[src/sv/bss_pkg.sv]
// Shared types and constants of the bit string search block.
`timescale 1ns / 1ps
package bss_pkg;

  localparam int SLOT_W     = 6;
  localparam int LEN_W      = 9;
  localparam int FB_W       = 3;
  localparam int WIN_W      = 32;
  localparam int CNT_W      = 32;
  localparam int OUT_OFF_W  = 32;
  localparam int CFG_DATA_W = 32;
  localparam int CFG_ADDR_W = 4;
  localparam int REG_IDX_W  = 2;
  localparam int LANES      = 8;
  localparam int LANE_W     = 3;
  localparam int SLICE_W    = 2 * LANES - 1;

  localparam logic [LEN_W-1:0] NEEDLE_LENGTH_RST    = 9'd14;
  localparam logic [FB_W-1:0]  NEEDLE_FIRST_BIT_RST = 3'd0;
  localparam logic [WIN_W-1:0] SEARCH_START_RST     = 32'd0;
  localparam logic [WIN_W-1:0] SEARCH_LENGTH_RST    = 32'hFFFF_FFFF;
  localparam logic [LANE_W-1:0] BIT_IN_BYTE         = 3'h7;

  localparam logic [REG_IDX_W-1:0] REG_NEEDLE_LENGTH    = 2'd0;
  localparam logic [REG_IDX_W-1:0] REG_NEEDLE_FIRST_BIT = 2'd1;
  localparam logic [REG_IDX_W-1:0] REG_SEARCH_START     = 2'd2;
  localparam logic [REG_IDX_W-1:0] REG_SEARCH_LENGTH    = 2'd3;

  localparam logic KIND_NEEDLE = 1'b0;
  localparam logic KIND_HAY    = 1'b1;

  typedef struct packed {
    logic shift;
    logic flush;
  } bss_cell_ctl_t;

endpackage

[src/sv/bss_cell.sv]
// One haystack byte cell: holds a byte, shifts it on, and checks eight lanes.
`timescale 1ns / 1ps
module bss_cell (
  input  logic                            clk,
  input  logic                            rst_n,
  input  bss_pkg::bss_cell_ctl_t          ctl,
  input  logic [7:0]                      din,
  input  logic [bss_pkg::SLICE_W-1:0]     ndl,
  input  logic [bss_pkg::SLICE_W-1:0]     msk,
  output logic [7:0]                      q,
  output logic [bss_pkg::LANES-1:0]       mism
);
  import bss_pkg::*;

  logic [7:0] byte_r;
  logic [7:0] byte_nxt;

  always_comb begin
    byte_nxt = byte_r;
    if (ctl.shift) begin
      byte_nxt = din;
    end else if (ctl.flush) begin
      byte_nxt = '0;
    end
  end

  always_ff @(posedge clk) begin
    if (!rst_n) begin
      byte_r <= '0;
    end else begin
      byte_r <= byte_nxt;
    end
  end

  // lane j compares hay bit b with aligned needle bit at slice offset 7+b-j
  always_comb begin
    for (int j = 0; j < LANES; j++) begin
      mism[j] = 1'b0;
      for (int b = 0; b < 8; b++) begin
        mism[j] = mism[j] | ((byte_r[b] ^ ndl[7 + b - j]) & msk[7 + b - j]);
      end
    end
  end

  assign q = byte_r;
endmodule

[config.mk]
export PLATFORM = sky130hd
export DESIGN_NAME = bss_cell
export DESIGN_NICKNAME = d
export VERILOG_FILES = /design/src/sv/bss_pkg.sv /design/src/sv/bss_cell.sv
export SDC_FILE = /design/constraint.sdc
export NUM_CORES = 1
export LEC_CHECK = 0
export BUFFER_PORTS_ARGS = -buffer_cell sky130_fd_sc_hd__clkbuf_2
export CAP_MARGIN = 20
export CORE_MARGIN = 3
export CORE_UTILIZATION = 47
export CTS_CLUSTER_SIZE = 14
export DETAILED_ROUTE_END_ITERATION = 8
export PLACE_DENSITY_LB_ADDON = 0.05
export SETUP_SLACK_MARGIN = 0.05
export SLEW_MARGIN = 10
export SYNTH_ARGS = -nofsm -noshare
export SYNTH_HDL_FRONTEND = slang
export SYNTH_SLANG_ARGS = --single-unit
[constraint.sdc]
create_clock -name clk -period 1.15 [get_ports clk]
set_input_delay 0.0575 -clock clk [delete_from_list [all_inputs] [get_ports clk]]
set_output_delay 0.0575 -clock clk [all_outputs]
set_load 0.02 [all_outputs]
Word level (Yosys, flattened, before mapping)
Index checks and enable logic that the tools add are counted.
{"block": "totals", "out_inout_bits": 16, "ff_bits": 8, "in_bits": 42, "wordCells": 188}
{"block": "classes", "muxes": 2, "n_reduce_logical": 1, "n_bitwise": 184}
{"cell": "$and 1x1->1", "n": 64}
{"cell": "$xor 1x1->1", "n": 64}
{"cell": "$or 1x1->1", "n": 56}
{"cell": "$mux 8", "n": 2}
{"cell": "$reduce_bool 2->1", "n": 1}

Logic depth before layout (Yosys ltp)
Gate-level depths: netlist of the first run.
{"block": "logic_depth", "depth_word": 9, "mapped_depth": 5, "depth_no_buf": 3}

Worst setup path after synthesis of the first run
No wires, ideal clock.
{"block": "synth_path", "path_kind": "register to output", "start": "register byte_r[2] (netlist: q[2])", "end": "output port mism[4] (netlist bit)", "stages_incl_launch_ff": 5, "arrival_time_ns": 1.105, "path_slack_ns": -0.012, "t_required_ns": 1.092, "n_path_buf": 1, "cell_sequence": "dfxtp_1 > buf_6 > xor2_1 > a22oi_1 > nand4_1"}
{"block": "synth_via", "elab_chain_len": 8}
{"item": "start, declared", "line_no": "bss_cell.sv:15", "text": "logic [7:0] byte_r;"}
{"item": "start signal, assigned", "line_no": "bss_cell.sv:31", "text": "byte_r <= byte_nxt;"}
{"item": "$xor 1x1->1", "line_no": "bss_cell.sv:40", "text": "mism[j] = mism[j] | ((byte_r[b] ^ ndl[7 + b - j]) & msk[7 + b - j]);"}
{"item": "$and 1x1->1", "line_no": "bss_cell.sv:40"}
{"item": "$or 1x1->1 (6 in a row)", "line_no": "bss_cell.sv:40"}
{"item": "end, declared", "line_no": "bss_cell.sv:11", "text": "output logic [bss_pkg::LANES-1:0] mism"}
Every way passes these cells.

Final worst setup path of the first run
{"block": "layout_path", "start": "register byte_r[2] (netlist: q[2])", "end": "output port mism[3] (netlist bit)"}
The elaborated chain is that of the path after synthesis.

==> impl.org, run 1 <==
** Setup path
- For this run, the slowest stage of the critical path takes roughly 0.40 ns.
- Category of the most critical setup path :: register to primary output
- Cell Chain, Critical Path :: xor2_1 > a22oi_1 > nand4_1 > buf_2
- The largest individual stage delay along the critical path comes from the cell dfxtp_4.
- Capturing element type of the critical path :: primary output
- Data required time at the worst endpoint :: ~1.1 ns
- Of all nets on the critical path, the largest fanout is 10.
- Nature of the critical path startpoint :: register
- Critical Path AT :: roughly 1.3 ns

** Layout
- The layout has around 270 filler cells.
- Area growth from synthesis to final layout :: 16.7%
- Number of diodes added for antenna fixing :: 0
- Share of final-layout standard cells stronger than drive strength 1 :: ~36%
- Total Nets Final :: about 240
- The register with the most flip-flops in the layout has 8 of them.

** Clock network
- Post-CTS setup repair buffer count :: 0
- TritonCTS built the clock tree.
- Number of clock sinks seen by CTS :: 8
- After clock tree synthesis, the clock-pin slew on the worst setup and hold paths is ~0.06 ns.
- For the worst-skew pair, the clock arrives at the later sink with an insertion delay of 0.25 ns.
- Clock buffer depth :: 2
- Buffers inserted to repair hold after CTS numbered 0.
- Counting the buffers created by CTS gives 3.
- H-Tree Depth :: 1
- Root cell of the clock tree :: clkbuf_4

** Global routing
- Global-route congestion overflow total :: 0
- Global-route wire length before repair :: about 5600 µm
- Global routing consumed, over all layers together, approximately a fifth of the routing resources.
- The via count of the first global-routing pass was 1269.
- The number of antenna violations at the first check in global routing was 0.
- Entering global routing, the biggest net connects 17 pins.

** STA
- Setup TNS Final :: -1.59 ns
- The clock arrives with 0 ns of skew.
- Max-slew violation count :: 0
- After layout, the worst path uses 120% of the clock period.
- At the pin with the least slew margin, the transition time is 0.302 ns.
- Setup repair after global routing could not meet its margin everywhere.
- Worst Slack Setup Final :: -0.232 ns
- Relative slew margins :: 79.9%
- Timing would allow up to ~720 MHz.
- The worst path in the final design needs a cycle of between 1 and 1.5 ns, including I/O delays and setup.
- Setup violations remaining at the end of the flow were counted as 8.
- Endpoints failing hold :: 0

** Routing
- Detailed routing placed a total of roughly 1700 µm of wire on met2.
- Summing over every cut layer, the via total after detailed routing is approximately 1300.
- The count of nets left with antenna violations once routing finished came out at 0.
- Metal1 wirelength :: roughly 1600 µm
- Dividing the detail-routed via count by the number of cells gives roughly 5.6.
- In the final routed layout, each cell accounts on average for 15.2 µm.
- Routed signal wires occupy layers up through met4.
- Summed over all nets, wire length on met3 after detailed routing comes to approximately 210 µm.
- For this block, the routed nets add up to between 3000 and 4000 µm of wire.
- After detailed routing, the number of remaining DRC violations is 0.
- TritonRoute pass-1 iters :: 4
- For this block, the initial DRC count from the detailed router was 39.

** Power and ir drop
- Power spread over the standard cell area amounts to around 690 mW/mm².
- Total power for the finished layout comes to roughly 0.0011 W.
- VDD sags by at most ~0.73 mV.
- Leakage power total :: 0.803 nW

** Yosys
- Largest area contributor in the netlist :: xor2_1
- Of the post-synthesis cell area, the dominant cell type holds between 40% and 50%.
- The cell area that synthesis handed to floorplanning was between 0.001 and 0.0015 mm².
- Synthesis inferred 8 register bits.
- After synthesis, the cell types taking the most area are xor2_1 42%, a22oi_1 18%, dfxtp_1 12%.
- After technology mapping, the gate count stands at around 160.
- Counting every net in the synthesized netlist gives 197.
- In this run, distinct cell masters in the synthesized netlist total 14.
- Number of warning messages in the yosys log :: 0
- The share of the Yosys chip area taken by registers is between 10% and 20%.
- Average cell area after synthesis :: roughly 8.6 µm²

** Placement
- Dpl hpwl :: 2750 µm
- The congestion estimate from routability-driven global placement came to approximately 0.86.
- Number of port buffers :: 57
- Dpl ws :: -0.0309 ns

** Floorplan
- Die width :: between 50 and 60 µm
- Initial Utilization :: approximately 52%
- From bottom edge to top edge, the die measures around 60 µm.
- After floorplanning, the core was sized to cover about 0.0026 mm².
- Die outline area :: about 0.0035 mm²
- Top-Level Pins :: 58
- In this run the core area contains 18 standard-cell rows.

** Min path
- Hold Crit Class :: input pin to register

** Run status
- Violated checks :: negative setup slack
- The flow ran to the end, but the final reports show violations.

** Flow run
- Max-capacitance violation count :: 0
[layout make-up]
type	instances	area, µm²	area share (%)
clock buffers	4	26.3	1.68
multi-input cells	128	1020	65.0
flip-flops and latches	8	190	12.2
well taps	30	37.5	2.40
repair buffers	58	293	18.7
[power by group]
part           internal (W)  leakage, nW  total, W  switching [W]
Sequential         0.000283       0.0713  0.000340      0.0000564
Combinational      0.000240        0.717  0.000517       0.000277
Clock              0.000132       0.0150  0.000224      0.0000916
[cell families (layout without fill, tap and decap cells)]
group / after synthesis / in the layout / share of synthesized area (%)
buf+inv: 19 / 62 / 12.5
flops: 8 / 8 / 12.0
xor+xnor: 64 / 64 / 41.9
simple gates: 24 / 24 / 12.7
compound gates: 40 / 40 / 20.9
[worst max-delay path, delay by kind of cell, from the launching register on]
kind | cells | cell delay, ns
DFF | 1 | 0.40
AOI/OAI and AO/OA | 1 | 0.21
xor gates and xnor gates | 1 | 0.17
buffers and inverters | 1 | 0.18
and+or+nand+nor | 1 | 0.11
[Yosys cell counts (all sizes together)]
master and n:
xor2 64, nor2b 8, clkbuf 2, a21oi 8, dfxtp 8, nand4 8, a22oi 32, nor3b 8
buf 17
[placed cells by master (no fill, tap or decap)]
master    instances
a21oi_1           8
clkbuf_4          3
nor3b_1           6
dfxtp_4           8
clkbuf_1          1
nand4_1           8
a22oi_1          31
nor3b_2           2
xor2_1           64
buf_2             8
clkbuf_2         49
buf_4             1
a22oi_2           1
nor2b_1           8
[per-stage QoR]
| stage | hold WS [ns] | utilization, % | instances | instance area (µm²) |
|---|---|---|---|---|
| after floorplan | 0.184 | - | 155 | 1370 |
| after global placement | 0.318 | 58.8 | 224 | 1520 |
| after detailed placement | 0.322 | 58.8 | 224 | 1520 |
| after CTS | 0.0600 | 60.1 | 228 | 1560 |
| after global routing | 0.0948 | 60.3 | 228 | 1560 |
| final | 0.0630 | 60.3 | 228 | 1560 |
[metal layers]
| metal | global-route usage (%) | vias to the layer above |
|---|---|---|
| li1 | - | 631 |
| met1 | 26.1 | 603 |
| met2 | 35.9 | 42 |
| met3 | 1.74 | 2 |
| met4 | 5.50 | 0 |
| met5 | 0 | - |
[repair_timing]
action / 4_1_cts / 5_1_grt
pin swaps: 1 / 1
gates resized for setup: 3 / 9
hold endpoints to repair: 0 / 0
endpoints found under the setup margin: 9 / 8
[path summary, 6_finish.rpt]
| path | startpoint | to | slack (ns) | cells after the start |
|---|---|---|---|---|
| max reg2reg | q[5]$_SDFFE_PN0P_ | q[5]$_SDFFE_PN0P_ | 0.18 | 4 |
| max | q[2]$_SDFFE_PN0P_ | mism[3] | -0.23 | 4 |
| min | din[6] | q[6]$_SDFFE_PN0P_ | 0.06 | 3 |
| min reg2reg | q[4]$_SDFFE_PN0P_ | q[4]$_SDFFE_PN0P_ | 0.74 | 3 |
Note: power is estimated with default switching activity, not from simulation.
==> run 2, diff against run 1 <==
GPL_TIMING_DRIVEN = 0   (was unset)
==> impl.org, run 2 (synthesized netlist as in run 1, its figures left out) <==
** Run status
- Result of the run :: complete, but fails checks
- Violated checks :: negative setup slack

** Layout
- Most common library cell in the layout ignoring fill and taps :: xor2_1
- The final layout net count is 246 (+2.1%).
- Leaving out fill and tap cells, the most frequent cells in the layout are 63 x xor2_1, 40 x clkbuf_2, 31 x a22oi_1.
- The number of flip-flops in the largest register is 8 (unchanged).
- The area of all placed cells without fillers is 0.00170 mm² (+8.7%).
- Number of diodes added for antenna fixing :: 0 (unchanged)
- The share of cells above drive strength 1 is 37.9% (+1.6 points).
- Area growth from synthesis to final layout :: 26.9%

** Floorplan
- The starting density of the core was 51.7% (unchanged).
- Die width :: 59.4 µm (unchanged)
- The chip height came to 59.4 µm (unchanged).
- The number of rows created at floorplan came to 18 (unchanged).
- The area of the placeable core came to 0.00259 mm² (unchanged).
- The area of the die is 0.00352 mm² (unchanged).
- The top-level port count was 58 (unchanged).

** STA
- The worst setup skew after layout is 0 ns (unchanged).
- The final-report setup violation count was 8 (unchanged).
- Max-slew violation count :: 0 (unchanged)
- Clock period minus final worst setup slack :: 1.47 ns (+0.0881 ns)
- Setup repair after global routing could not meet its margin everywhere.
- The transition time of the tightest slew-check pin was 0.389 ns (+0.0878 ns).
- Max frequency :: 680 MHz (-6.0%)
- The final cycle utilization of the critical path was 128% (+7.7 points).
- Relative slew margins :: 74.0% (-5.9 points)
- Endpoints failing hold :: 0 (unchanged)
- Worst Slack Setup Final :: -0.320 ns (-0.0881 ns)

** Min path
- The count of cells along the worst hold path was 3 (unchanged).
- The worst hold path terminates at q[1]$_SDFFE_PN0P_.
- The worst hold path belongs to the class input pin to register.
- Min-delay src :: din[1]

** Routing
- TritonRoute pass-1 iters :: 4 (unchanged)
- The total wire length after detailed routing is 3910 µm (+12%).
- The wire length on met3 was 339 µm (+60%).
- The routed length per placed instance was 16.8 µm (+10%).
- DRC marker count from the first detailed-route iteration :: 90 (+130%)
- The count of nets left with antenna violations after detail routing is 0 (unchanged).
- Routed vias/inst :: 5.80 (+3.5%)
- Metal2 WL :: 2030 µm (+19%)
- The count of unresolved DRC violations after routing was 0 (unchanged).
- The detailed-routing wirelength on met1 came to 1480 µm (-5.0%).
- Uppermost layer routed :: met4
- The via total after detailed routing is 1352 (+5.8%).

** Setup path
- Capturing element type of the critical path :: primary output
- Number of cells traversed by the worst register-to-register path :: 5 (+1)
- Category of the most critical setup path :: register to primary output
- The largest fanout on the critical path was 9 (-1).
- Setup slack on the worst flop-to-flop path :: 0.13 ns (-0.05 ns)
- The worst setup path is launched from a register.
- The worst path arrival time is 1.41 ns (+0.09 ns).
- Capture instance of the worst register-to-register path :: q[2]$_SDFFE_PN0P_
- Data required time at the worst endpoint :: 1.09 ns (about the same)
- Startpoint of the most critical register-to-register path :: q[2]$_SDFFE_PN0P_

** Clock network
- The number of sinks driven by the clock tree was 8 (unchanged).
- Post-CTS Hold Buffers :: 0 (unchanged)
- The clock latency of the later-clocked register in the worst-skew pair is 0.26 ns (about the same).
- Reg clk slew, reported paths :: 0.06 ns (about the same)
- CTS Buf Count :: 3 (unchanged)
- CTS tree :: done
- H-Tree Depth :: 1 (unchanged)
- The tree is rooted in a clkbuf_4.
- The maximum root-to-sink buffer count came to 2 (unchanged).

** Placement
- The detailed placement HPWL was 2860 µm (+4.0%).
- The standard cell area after detailed placement was 0.00164 mm² (+7.5%).
- Final weighted congestion of routability-driven global placement :: 0.824 (-4.6%)
- Dpl ws :: -0.0621 ns (-0.0312 ns)
- Number of port buffers :: 47 (-18%)

** Global routing
- Maximum number of pins on one net before global-route repair :: 11 (-6)
- Antenna violations before repair :: 0 (unchanged)
- Global-route wire length before repair :: 5940 µm (+6.7%)
- GRT Resource Usage Total :: 22.2% (+1.9 points)
- Global-route congestion overflow total :: 0 (unchanged)
- Number of global-route vias before repair :: 1309 (+3.2%)

** Flow run
- Max-capacitance violation count :: 0 (unchanged)

** Power and ir drop
- Maximum VDD drop :: 0.911 mV (+25%)
- Post-layout total power :: 0.00116 W (+7.7%)
- Pwr per Cell Area :: 685 mW/mm² (-0.91%)
- Leakage power total :: 0.862 nW (+7.4%)
==> run 2: cell type report <==
cell class	instances	area [µm²]
fillers	236	891
plain buffers	14	126
flip-flops and latches	8	185
multi-input cells	128	1020
clock buffers	4	26.3
well taps	30	37.5
repair buffers	49	300
==> run 2: power by group <==
group | internal, W | switching [W]
Clock | 0.000133 | 0.000101
Combinational | 0.000289 | 0.000314
Sequential | 0.000286 | 0.0000420
==> run 2: what timing repair did <==
action	4_1_cts	5_1_grt
setup endpoints to repair	8	9
buffers inserted	0	1
gates resized for setup	7	14
pin swaps	8	6
cloned	0	1
==> run 2: through the flow <==
step | util, % | setup TNS (ns) | hold slack, ns | instances
5_1_grt | 65.6 | -2.82 | 0.0720 | 233
3_3_place_gp | 63.2 | -0.0281 | 0.318 | 232
3_5_place_dp | 63.2 | -0.129 | 0.325 | 232
2_1_floorplan | - | 0 | 0.184 | 155
6_report | 65.6 | -2.26 | 0.0556 | 233
4_1_cts | 63.6 | -2.21 | 0.0487 | 232
==> run 2: layer usage <==
layer  GRT usage (%)  up-vias
met3            2.83        7
met2            41.0       65
met4            7.77        0
li1                -      643
met1            25.9      637
met5               0        -
==> run 2: worst max-delay path by stage <==
| stage | endpoint | from | cells after the start |
|---|---|---|---|
| finish | mism[3] | q[4]$_SDFFE_PN0P_ | 5 |
| global route | mism[0] | q[5]$_SDFFE_PN0P_ | 5 |
| CTS | mism[7] | q[2]$_SDFFE_PN0P_ | 5 |
| detailed placement | mism[0] | q[5]$_SDFFE_PN0P_ | 5 |
| global placement | mism[3] | q[7]$_SDFFE_PN0P_ | 5 |
| floorplan | mism[4] | q[2]$_SDFFE_PN0P_ | 4 |
==> run 2: critical path, stage by stage, from the launching register on <==
cell and delay (ns):
dfxtp_2 0.32, buf_8 0.14, xor2_1 0.15, a22oi_1 0.20, nand4_1 0.16, clkbuf_8 0.18
